### config.mk
export PLATFORM = sky130hd
export DESIGN_NAME = resp_command_array_parser
export DESIGN_NICKNAME = d
export VERILOG_FILES = /design/src/rcap_pkg.sv /design/src/resp_command_array_parser.sv /design/src/rcap_in_reg.sv /design/src/rcap_parser.sv /design/src/rcap_out_reg.sv
export SDC_FILE = /design/constraint.sdc
export NUM_CORES = 1
export LEC_CHECK = 0
export ABC_CLOCK_PERIOD_IN_PS = 8500
export BUFFER_PORTS_ARGS = -buffer_cell sky130_fd_sc_hd__buf_2
export CAP_MARGIN = 20
export CORE_ASPECT_RATIO = 1.75
export CORE_UTILIZATION = 45
export DETAILED_ROUTE_END_ITERATION = 16
export GPL_ROUTABILITY_DRIVEN = 0
export GPL_TIMING_DRIVEN = 0
export SLEW_MARGIN = 20
export SYNTH_ARGS = -nofsm -noshare
export SYNTH_HDL_FRONTEND = slang
export SYNTH_SLANG_ARGS = --single-unit
### constraint.sdc
create_clock -name aclk -period 8.5 [get_ports aclk]
set_input_delay 1.275 -clock aclk [delete_from_list [all_inputs] [get_ports aclk]]
set_output_delay 1.275 -clock aclk [all_outputs]
set_load 0.05 [all_outputs]
### src/rcap_pkg.sv
// ----------------------------------------------------------------------------
// rcap_pkg
// Shared types and constants for the command array parser.
// ----------------------------------------------------------------------------
package rcap_pkg;

    localparam int ByteW   = 8;
    localparam int NumW    = 30;
    localparam int AccW    = NumW + 4;
    localparam int KindW   = 2;
    localparam int TDataW  = ((ByteW + NumW + 7) / 8) * 8;

    localparam logic [NumW-1:0] MaxNumberReset = NumW'(1000000000);

    localparam logic [KindW-1:0] KIND_DATA    = 2'd0;
    localparam logic [KindW-1:0] KIND_ARG_END = 2'd1;
    localparam logic [KindW-1:0] KIND_ERROR   = 2'd2;

    localparam logic [ByteW-1:0] CHAR_STAR   = 8'h2A;
    localparam logic [ByteW-1:0] CHAR_DOLLAR = 8'h24;
    localparam logic [ByteW-1:0] CHAR_CR     = 8'h0D;
    localparam logic [ByteW-1:0] CHAR_LF     = 8'h0A;
    localparam logic [ByteW-1:0] CHAR_ZERO   = 8'h30;
    localparam logic [ByteW-1:0] CHAR_NINE   = 8'h39;

    typedef struct packed {
        logic [KindW-1:0] kind;
        logic [ByteW-1:0] arg_byte;
        logic [NumW-1:0]  arg_number;
        logic             command_done;
    } result_t;

endpackage

### src/resp_command_array_parser.sv
// ----------------------------------------------------------------------------
// resp_command_array_parser
// Byte-stream parser for command arrays of length-prefixed arguments.
//
// The slave channel takes one stream byte per request, with tuser as the
// restart flag that clears the parser before that byte. The master channel
// returns argument data bytes, argument ends (tlast on the final argument of
// a command) and protocol errors, told apart by tuser. A byte that ends a
// trailer, carries data or breaks the format gives one result; other bytes
// give none. After an error no results come until a restart request.
// A byte request passes through the input register and the result register to
// the master side; one byte is taken every cycle while the receiver does not stall.
// The cap register is written through cfg_wr_en / cfg_wr_data at any edge.
// Reset clears the parser to expect a count line and loads the cap with
// 1000000000. When the receiver stalls with a result held and one byte in
// the input register, s_tready drops; nothing is lost.
// ----------------------------------------------------------------------------
module resp_command_array_parser (
    input  logic                        aclk,
    input  logic                        aresetn,
    input  logic                        cfg_wr_en,
    input  logic [rcap_pkg::NumW-1:0]   cfg_wr_data,
    input  logic                        s_tvalid,
    output logic                        s_tready,
    input  logic [7:0]                  s_tdata,   // data_byte
    input  logic                        s_tuser,   // restart
    output logic                        m_tvalid,
    input  logic                        m_tready,
    output logic [rcap_pkg::TDataW-1:0] m_tdata,   // arg_byte, arg_number, zero pad
    output logic [rcap_pkg::KindW-1:0]  m_tuser,   // kind
    output logic                        m_tlast    // command_done
);

    logic                       in_valid;
    logic [rcap_pkg::ByteW-1:0] in_byte;
    logic                       in_restart;
    logic                       out_free;
    logic                       step;
    logic                       res_valid;
    rcap_pkg::result_t          res;
    rcap_pkg::result_t          res_q;

    assign step = in_valid && out_free;

    rcap_in_reg u_in_reg (
        .aclk      (aclk),
        .aresetn   (aresetn),
        .s_tvalid  (s_tvalid),
        .s_tready  (s_tready),
        .s_byte    (s_tdata),
        .s_restart (s_tuser),
        .consume   (step),
        .valid     (in_valid),
        .byte_q    (in_byte),
        .restart_q (in_restart)
    );

    rcap_parser u_parser (
        .aclk        (aclk),
        .aresetn     (aresetn),
        .cfg_wr_en   (cfg_wr_en),
        .cfg_wr_data (cfg_wr_data),
        .step        (step),
        .in_byte     (in_byte),
        .in_restart  (in_restart),
        .res_valid   (res_valid),
        .res         (res)
    );

    rcap_out_reg u_out_reg (
        .aclk     (aclk),
        .aresetn  (aresetn),
        .load     (step && res_valid),
        .res_in   (res),
        .free     (out_free),
        .m_tvalid (m_tvalid),
        .m_tready (m_tready),
        .res_q    (res_q)
    );

    assign m_tdata = {{(rcap_pkg::TDataW - rcap_pkg::ByteW - rcap_pkg::NumW){1'b0}},
                      res_q.arg_number, res_q.arg_byte};
    assign m_tuser = res_q.kind;
    assign m_tlast = res_q.command_done;

    a_full_stall_blocks_input: assert property (@(posedge aclk) disable iff (!aresetn)
        (in_valid && m_tvalid && !m_tready) |-> !s_tready)
        else $error("input accepted while both stages are held");

    a_done_only_on_arg_end: assert property (@(posedge aclk) disable iff (!aresetn)
        (m_tvalid && m_tlast) |-> (m_tuser == rcap_pkg::KIND_ARG_END))
        else $error("command_done on a result that is not an argument end");

    a_byte_only_on_data: assert property (@(posedge aclk) disable iff (!aresetn)
        (m_tvalid && m_tuser != rcap_pkg::KIND_DATA) |-> (m_tdata[7:0] == 8'd0))
        else $error("arg_byte set on a non-data result");

    a_result_from_step: assert property (@(posedge aclk) disable iff (!aresetn)
        ($rose(m_tvalid)) |-> $past(step))
        else $error("result appeared without a parser step");

endmodule

### src/rcap_in_reg.sv
// ----------------------------------------------------------------------------
// rcap_in_reg
// Input register: holds one request until the parser consumes it.
// ----------------------------------------------------------------------------
module rcap_in_reg (
    input  logic                      aclk,
    input  logic                      aresetn,
    input  logic                      s_tvalid,
    output logic                      s_tready,
    input  logic [rcap_pkg::ByteW-1:0] s_byte,
    input  logic                      s_restart,
    input  logic                      consume,
    output logic                      valid,
    output logic [rcap_pkg::ByteW-1:0] byte_q,
    output logic                      restart_q
);

    logic                       valid_reg;
    logic [rcap_pkg::ByteW-1:0] byte_reg;
    logic                       restart_reg;

    assign s_tready = !valid_reg || consume;

    always_ff @(posedge aclk) begin
        if (!aresetn) begin
            valid_reg <= 1'b0;
        end else if (s_tvalid && s_tready) begin
            valid_reg <= 1'b1;
        end else if (consume) begin
            valid_reg <= 1'b0;
        end
    end

    always_ff @(posedge aclk) begin
        if (s_tvalid && s_tready) begin
            byte_reg    <= s_byte;
            restart_reg <= s_restart;
        end
    end

    assign valid     = valid_reg;
    assign byte_q    = byte_reg;
    assign restart_q = restart_reg;

endmodule

### src/rcap_parser.sv
// ----------------------------------------------------------------------------
// rcap_parser
// Parser state and per-byte next-state logic; at most one result per byte.
// ----------------------------------------------------------------------------
module rcap_parser (
    input  logic                       aclk,
    input  logic                       aresetn,
    input  logic                       cfg_wr_en,
    input  logic [rcap_pkg::NumW-1:0]  cfg_wr_data,
    input  logic                       step,
    input  logic [rcap_pkg::ByteW-1:0] in_byte,
    input  logic                       in_restart,
    output logic                       res_valid,
    output rcap_pkg::result_t          res
);

    localparam logic [3:0] PH_HDR_STAR   = 4'd0;
    localparam logic [3:0] PH_HDR_NUM    = 4'd1;
    localparam logic [3:0] PH_HDR_LF     = 4'd2;
    localparam logic [3:0] PH_ARG_DOLLAR = 4'd3;
    localparam logic [3:0] PH_ARG_NUM    = 4'd4;
    localparam logic [3:0] PH_ARG_LF     = 4'd5;
    localparam logic [3:0] PH_DATA       = 4'd6;
    localparam logic [3:0] PH_TRAIL1     = 4'd7;
    localparam logic [3:0] PH_TRAIL2     = 4'd8;
    localparam logic [3:0] PH_ERROR      = 4'd9;

    logic [3:0]                phase_reg, phase_next, ph;
    logic                      digit_seen_reg, digit_seen_next, ds;
    logic [rcap_pkg::NumW-1:0] acc_reg, acc_next, acc;
    logic [rcap_pkg::NumW-1:0] args_left_reg, args_left_next, al;
    logic [rcap_pkg::NumW-1:0] bytes_left_reg, bytes_left_next, bl;
    logic [rcap_pkg::NumW-1:0] arg_counter_reg, arg_counter_next, ac;
    logic [rcap_pkg::NumW-1:0] max_number_reg;

    logic [rcap_pkg::AccW-1:0] acc_ext, acc_grown;
    logic [3:0]                digit_val;
    logic                      is_digit, is_cr, over_cap;
    logic [rcap_pkg::NumW-1:0] bl_dec;

    always_comb begin
        ph = in_restart ? PH_HDR_STAR : phase_reg;
        ds = in_restart ? 1'b0 : digit_seen_reg;
        acc = in_restart ? '0 : acc_reg;
        al = in_restart ? '0 : args_left_reg;
        bl = in_restart ? '0 : bytes_left_reg;
        ac = in_restart ? '0 : arg_counter_reg;
    end

    assign digit_val = in_byte[3:0];
    assign is_digit  = (in_byte >= rcap_pkg::CHAR_ZERO) && (in_byte <= rcap_pkg::CHAR_NINE);
    assign is_cr     = (in_byte == rcap_pkg::CHAR_CR);
    assign acc_ext   = {4'b0, acc};
    assign acc_grown = (acc_ext << 3) + (acc_ext << 1) + {{(rcap_pkg::AccW-4){1'b0}}, digit_val};
    assign over_cap  = acc_grown > {4'b0, max_number_reg};
    assign bl_dec    = bl - rcap_pkg::NumW'(1);

    always_comb begin
        phase_next       = ph;
        digit_seen_next  = ds;
        acc_next         = acc;
        args_left_next   = al;
        bytes_left_next  = bl;
        arg_counter_next = ac;
        res_valid        = 1'b0;
        res.kind         = rcap_pkg::KIND_ERROR;
        res.arg_byte     = '0;
        res.arg_number   = ac;
        res.command_done = 1'b0;
        case (ph)
            PH_HDR_STAR, PH_ARG_DOLLAR: begin
                if (in_byte != ((ph == PH_HDR_STAR) ? rcap_pkg::CHAR_STAR
                                                     : rcap_pkg::CHAR_DOLLAR)) begin
                    res_valid  = 1'b1;
                    phase_next = PH_ERROR;
                end else begin
                    digit_seen_next = 1'b0;
                    acc_next        = '0;
                    phase_next      = (ph == PH_HDR_STAR) ? PH_HDR_NUM : PH_ARG_NUM;
                end
            end
            PH_HDR_NUM, PH_ARG_NUM: begin
                if (is_cr) begin
                    if (!ds || (ph == PH_HDR_NUM && acc == '0)) begin
                        res_valid  = 1'b1;
                        phase_next = PH_ERROR;
                    end else begin
                        phase_next = (ph == PH_HDR_NUM) ? PH_HDR_LF : PH_ARG_LF;
                    end
                end else if (!is_digit || over_cap) begin
                    res_valid  = 1'b1;
                    phase_next = PH_ERROR;
                end else begin
                    acc_next        = acc_grown[rcap_pkg::NumW-1:0];
                    digit_seen_next = 1'b1;
                end
            end
            PH_HDR_LF, PH_ARG_LF: begin
                if (in_byte != rcap_pkg::CHAR_LF) begin
                    res_valid  = 1'b1;
                    phase_next = PH_ERROR;
                end else if (ph == PH_HDR_LF) begin
                    args_left_next   = acc;
                    arg_counter_next = '0;
                    phase_next       = PH_ARG_DOLLAR;
                end else begin
                    bytes_left_next = acc;
                    phase_next      = (acc == '0) ? PH_TRAIL1 : PH_DATA;
                end
            end
            PH_DATA: begin
                bytes_left_next = bl_dec;
                if (bl_dec == '0) begin
                    phase_next = PH_TRAIL1;
                end
                res_valid    = 1'b1;
                res.kind     = rcap_pkg::KIND_DATA;
                res.arg_byte = in_byte;
            end
            PH_TRAIL1: begin
                phase_next = PH_TRAIL2;
            end
            PH_TRAIL2: begin
                res_valid = 1'b1;
                res.kind  = rcap_pkg::KIND_ARG_END;
                if (al <= rcap_pkg::NumW'(1)) begin
                    res.command_done = 1'b1;
                    args_left_next   = '0;
                    arg_counter_next = '0;
                    phase_next       = PH_HDR_STAR;
                end else begin
                    args_left_next   = al - rcap_pkg::NumW'(1);
                    arg_counter_next = ac + rcap_pkg::NumW'(1);
                    phase_next       = PH_ARG_DOLLAR;
                end
            end
            default: begin
                phase_next = PH_ERROR;
            end
        endcase
    end

    always_ff @(posedge aclk) begin
        if (!aresetn) begin
            phase_reg       <= PH_HDR_STAR;
            digit_seen_reg  <= 1'b0;
            acc_reg         <= '0;
            args_left_reg   <= '0;
            bytes_left_reg  <= '0;
            arg_counter_reg <= '0;
        end else if (step) begin
            phase_reg       <= phase_next;
            digit_seen_reg  <= digit_seen_next;
            acc_reg         <= acc_next;
            args_left_reg   <= args_left_next;
            bytes_left_reg  <= bytes_left_next;
            arg_counter_reg <= arg_counter_next;
        end
    end

    always_ff @(posedge aclk) begin
        if (!aresetn) begin
            max_number_reg <= rcap_pkg::MaxNumberReset;
        end else if (cfg_wr_en) begin
            max_number_reg <= cfg_wr_data;
        end
    end

endmodule

### src/rcap_out_reg.sv
// ----------------------------------------------------------------------------
// rcap_out_reg
// Result register: holds one result until the downstream side takes it.
// ----------------------------------------------------------------------------
module rcap_out_reg (
    input  logic              aclk,
    input  logic              aresetn,
    input  logic              load,
    input  rcap_pkg::result_t res_in,
    output logic              free,
    output logic              m_tvalid,
    input  logic              m_tready,
    output rcap_pkg::result_t res_q
);

    logic              valid_reg;
    rcap_pkg::result_t res_reg;

    assign free = !valid_reg || m_tready;

    always_ff @(posedge aclk) begin
        if (!aresetn) begin
            valid_reg <= 1'b0;
        end else if (load) begin
            valid_reg <= 1'b1;
        end else if (m_tready) begin
            valid_reg <= 1'b0;
        end
    end

    always_ff @(posedge aclk) begin
        if (load) begin
            res_reg <= res_in;
        end
    end

    assign m_tvalid = valid_reg;
    assign res_q    = res_reg;

endmodule

* Word-level counts from Yosys, hierarchy flattened
Index checks and enable logic that the tools add are counted.
** Operators by class
- Reduce and logical (&&, ||, !) cells :: 22
- Mux-type cells :: 50
- $add $sub $neg :: 5
- Magnitude comparators :: 4
- Eq/ne operators :: 11
** Operators by type and width (count)
- $mux 30 :: 15
- $pmux 30 s2 :: 4
- $logic_not 30->1 :: 2
- $sub 30x1->30 const B :: 2
- $mux 4 :: 9
- $add 33x31->34 :: 1
- $add 34x4->34 :: 1
- $gt 34x30->1 :: 1
- $add 30x1->30 const B :: 1
- $le 30x1->1 const B :: 1
- $pmux 4 s6 :: 1
- $eq 4x3->1 const B :: 4
- $mux 1 :: 15
- $eq 4x2->1 const B :: 2
- $eq 8x4->1 const B :: 1
- $ge 8x6->1 const B :: 1
- $le 8x6->1 const B :: 1
- $ne 8x4->1 const B :: 1
- $ne 8x8->1 :: 1
- $reduce_or 2->1 :: 4
- $mux 3 :: 2
- $logic_and 1x1->1 :: 5
- $eq 4x1->1 const B :: 1
- $eq 4x4->1 const B :: 1
- other kinds (8) :: 15
** Storage, ports and cells
- Input port bits :: 44
- Bits in registers :: 207

* Longest topological paths before layout
- Depth in word-level cells :: 10
- Mapped depth :: 31

* Modules after synthesis
A second synthesis with hierarchy kept.
** Second synthesis, totals
- Cells, all modules :: 1727
- Area, all modules :: 14018.4 sq um
** By module, submodules not included
- rcap_parser :: area an instance 12379.4 sq um, cells each 1663, times used 1
- rcap_out_reg :: area an instance 1280.0 sq um, cells each 45, times used 1
- rcap_in_reg :: area an instance 327.8 sq um, cells each 14, times used 1
- resp_command_array_parser :: area an instance 31.3 sq um, cells each 5, times used 1

* Worst setup path after synthesis
No wires, ideal clock.
- Kind :: register to register
- From :: register u_in_reg.restart_reg, in the netlist u_in_reg.restart_q
- To :: register u_out_reg.res_reg, in the netlist u_out_reg.res_q[0] (enable)
- Stages on the path, launching flop included :: 30
- Required time :: 8.058 ns
- Path slack :: 1.185 ns
- Arrival :: 6.872 ns
- Library setup time :: 0.442 ns
- Cells stage by stage :: edfxtp_1 > clkbuf_1 > clkbuf_1 > clkbuf_1 > buf_1 > clkbuf_1 > clkbuf_1 > clkbuf_1 > nor2b_1 > ha_1 > ha_1 > inv_1 > fa_1 > nor2b_1 > o2111ai_1 > a21oi_1 > o21ai_0 > o21ba_2 > o21ai_0 > xor2_1 > ha_1 > a21oi_1 > o21ai_0 > a2111oi_0 > o211ai_1 > a211oi_2 > clkbuf_1 > a21oi_1 > o21ai_0 > inv_1
** Between the ends
- Longest elaborated chain between the ends :: 9
- Elaborated cells on any way between the ends :: 31
- Those cells by class :: add/sub (2); order compare (1); eq/ne (8); mux (9); reduce/logical (11)
** RTL lines
- start, declared :: line rcap_in_reg.sv:20 : logic restart_reg;
- start signal, assigned :: line rcap_in_reg.sv:37 : restart_reg <= s_restart;
- $mux 30 :: line rcap_parser.sv:44 : acc = in_restart ? '0 : acc_reg;
- $add 33x31->34 :: line rcap_parser.sv:54 : assign acc_grown = (acc_ext << 3) + (acc_ext << 1) + {{(rcap_pkg::AccW-4){1'b0}}, digit_val};
- $add 34x4->34 :: line rcap_parser.sv:54
- $gt 34x30->1 :: line rcap_parser.sv:55 : assign over_cap = acc_grown > {4'b0, max_number_reg};
- $logic_or 1x1->1 :: line rcap_parser.sv:90 : end else if (!is_digit || over_cap) begin
- $mux 1 :: line rcap_parser.sv:90
- $mux 1 :: line rcap_parser.sv:83 : if (is_cr) begin
- $pmux 1 s4 * :: line rcap_parser.sv:70 : case (ph)
- $logic_and 1x1->1 * :: line resp_command_array_parser.sv:73 : .load (step && res_valid),
- via u_out_reg.load :: line rcap_out_reg.sv:8 : input logic load,
- end signal, assigned :: line rcap_out_reg.sv:33 : res_reg <= res_in;
- end, declared :: line rcap_out_reg.sv:17 : rcap_pkg::result_t res_reg;
Mark *: on every way through the listed nets, which the timed path passes. The rest lies on a longest branch.
A chain may end at the register's enable or synchronous reset.

* Final worst setup path
- From :: register u_in_reg.restart_reg, in the netlist u_in_reg.restart_q
- To :: register u_out_reg.res_reg, in the netlist u_out_reg.res_q[5] (enable)
Same word-level chain as after synthesis.

==> flow_summary_export.csv <==
group,metric,value,unit
pwr,ir_worst_vdd,199,uV
worst_setup_path,timing.critical_path.fanout_max,27,
global_routing,globalRouteMet3Util,6.98,%
sta,fin_crit,8.31,ns
finish,design_area,15900,um2
worst_setup_path,critPathRequiredTime,8.78,ns
status,status,"finished, final reports clean",
sta,slew_at_the_pin_closest_to_its_max_slew_limit,1.11,ns
die,rows,85,
sta,grt_setup_unrepaired,"no",
yosys,synth.top_cells.by_area,"dfxtp_1 (22%), edfxtp_1 (11%), ha_1 (8.3%)",
cts,cts_root_buf,"clkbuf_16",
global_routing,grt_use_met2,62.0,%
global_routing,number_of_global_route_vias_before_repair,14440,
finish,largest_reg_flops,41,
placement,detailedPlace.worstSlack,-3.45,ns
cts,cts-htree-levels,1,
die,die_height,237,um
cts,cts_hold_buffers,0,
cts,clock_insertion_delay_at_the_later_pin_of_the_skew_report,0.55,ns
cts,cts_sinks,207,
finish,filler_cell_count,3115,
worst_setup_path,start_kind,"flop",
yosys,yosys_register_bits,207,
detailed_routing,first_pass_iters,6,
yosys,area_share_of_the_leading_cell_type_in_the_synthesized_netlist,22.2,%
finish,areaGrowthSynthToFinish,12.3,%
worst_setup_path,crit-reg2reg-launch,"u_in_reg.restart_q",
die,floorplan.die_area,32200,um2
sta,worst_slew_margin_rel,25.6,%
pwr,power_per_cell_area,152,nW/um2
yosys,sequential_element_share_of_the_synthesized_area,32.8,%
detailed_routing,initialDrtViolationCount,1460,
finish,mostFrequentLayoutCells,"nand2_1 (176), a21oi_1 (165), dfxtp_1 (157)",
sta,post-route-period-util,97.8,%
yosys,synthDominantAreaCellType,"dfxtp_1",
yosys,async_flop_share,0,%
worst_setup_path,startpoint_to_endpoint_class_of_the_critical_path,"reg2reg",
global_routing,antenna_found_initial,1,
min_path,hold_start,"u_parser.arg_counter_reg[18]",
global_routing,global_route.usage.total,35.7,%
yosys,yosys_most_used_dff,"dfxtp_1",
yosys,post_synth_edffs,50,
detailed_routing,vias_after_detailed_routing,14718,
cts,cts.clk_slew.worst_paths,0.06,ns
die,die_w,136,um
sta,postLayoutSetupSlackWorst,0.191,ns
yosys,yosys.cell_types.count,84,
die,core_area,30800,um2
global_routing,grt_start_max_net_pins,28,
worst_setup_path,cp-startpoint,"u_in_reg.restart_q",
sta,finalSetupViolCount,0,
sta,clock_skew,0.0209,ns
detailed_routing,drt-total-wl,57200,um
detailed_routing,route.detailed.drc,0,
global_routing,globalRoute.totalOverflow,0,
placement,post_dp_cell_area,15100,um2
finish,post_route_cells_drive_above_1_share,9.26,%
detailed_routing,ant_nets,0,
global_routing,grt_most_used_layer,"met2",
finish,final_common_cell,"nand2_1",
finish,nets,2045,
sta,report.final.hold_viol_count,0,
yosys,netlist_area,14100,um2
die,io_pins,89,
yosys,ys.warnings.count,0,
cts,cts_inserted_buffers,22,
sta,timing.final.max_slew_violations,0,
pwr,p_leak,6.53,nW
global_routing,grt_first_pass_wirelength,85500,um
pwr,total_chip_power,2.41,mW
worst_setup_path,critical_path_arrival,8.59,ns
placement,port_buffers,84,
cts,cts_tree,"built",
worst_setup_path,worst_case_register_to_register_setup_slack,0.19,ns
yosys,avgSynthCellArea,7.90,um2
cts,cts_buffer_depth,3,
detailed_routing,post_drt_via_cell_ratio,6.36,
global_routing,grt_util_met1,34.9,%
sta,timing.fmax,120,MHz
die,start_util,45.9,%
yosys,syn-instance-count,1791,
job,drv.max_cap_violation_count,0,
worst_setup_path,end_kind,"flop",
detailed_routing,wl_per_cell,24.7,um
placement,hpwlAfterDp,43500,um
min_path,holdCritPathClass,"reg2reg",
==> through the flow <==
step,cells,hold slack (ns),TNS (ns),util (%)
after floorplan,1792,0.432,0,-
after global placement,2267,0.441,-267.76,48.8
after detailed placement,2268,0.451,-242.92,48.9
after CTS,2310,0.464,0,51.4
after global routing,2313,0.492,0,51.5
final,2314,0.471,0,51.5
==> repair_timing <==
action / 4_1_cts / 5_1_grt
setup buffers: 3 / 4
pin swaps: 1 / 3
setup endpoints to repair: 76 / 59
resized for setup: 24 / 15
==> cells in the mapped netlist (all sizes together), types with 10 or more instances <==
| cell | n |
|---|---|
| or3 | 10 |
| and2 | 23 |
| nor2 | 153 |
| a21boi | 13 |
| a211oi | 14 |
| a21oi | 167 |
| nor3 | 50 |
| inv | 60 |
| mux2i | 24 |
| ha | 94 |
| xor2 | 22 |
| nor4 | 28 |
| xnor2 | 29 |
| a21o | 16 |
| nand2 | 176 |
| dfxtp | 157 |
| a22o | 16 |
| o21ai | 140 |
| nor2b | 92 |
| o21a | 18 |
| or4 | 10 |
| nand3 | 50 |
| o211ai | 29 |
| edfxtp | 50 |
| a22oi | 24 |
| nand4 | 31 |
| buf | 22 |
| nand2b | 13 |
| clkbuf | 93 |
| a31oi | 25 |
| and3 | 18 |
==> report_power, final <==
part	switching (mW)	internal (mW)
sequential	0.0231	1.04
clock	0.438	0.510
combinational	0.280	0.122
total	0.742	1.67
==> cell families after synthesis <==
family / after synthesis / share of synthesized area [%]
AND/OR/NAND/NOR: 694 / 24.8
XOR/XNOR: 51 / 3.16
multiplexers: 25 / 1.78
buffers and inverters: 176 / 4.95
AO/OA/AOI/OAI: 542 / 24.1
other: 1 / 0.0265
adder cells (fa/ha/maj): 95 / 8.45
flip-flops: 207 / 32.8
==> worst paths after layout <==
check                                  to  cells after the start
min          u_parser.arg_counter_reg[18]                      2
min reg2reg  u_parser.arg_counter_reg[18]                      2
max                    u_out_reg.res_q[5]                     25
max reg2reg            u_out_reg.res_q[5]                     25
==> critical path, cell delays in order, from the launching register on <==
cell       delay (ns)
edfxtp_1         0.53
clkbuf_4         0.37
clkbuf_1         0.79
nand2b_1         0.48
inv_1            0.16
ha_1             0.22
a31o_2           0.21
ha_1             0.34
o211ai_1         0.10
o21bai_1         0.36
o2111a_1         0.31
o21ai_0          0.23
o31ai_1          0.36
a21oi_1          0.16
xnor2_2          0.35
ha_1             0.34
a21oi_1          0.14
o21ai_0          0.22
a2111oi_2        0.56
o211ai_1         0.18
a211oi_2         0.35
clkbuf_2         0.31
a21oi_1          0.16
o21ai_0          0.32
inv_2            0.23
buf_12           0.23
==> metal layers <==
metal | wire length [um] | vias up
li1 | - | 6763
met1 | 18900 | 6841
met2 | 28400 | 793
met3 | 4070 | 321
met4 | 5870 | 0
met5 | 0 | -
==> layout make-up <==
type                       instances  area [um2]  share of cell area, %
multi-input combinational       1409        8860                   55.7
inverter                          61         229                   1.44
timing repair buffer              92         493                   3.10
buffer                           113         504                   3.17
clock buffer                      28         573                   3.61
antenna                            1        2.50                 0.0157
sequential                       207        4640                   29.2
clock inverter                    12        96.3                  0.606
tap                              391         489                   3.08
Power figures use the tool's default switching activity.
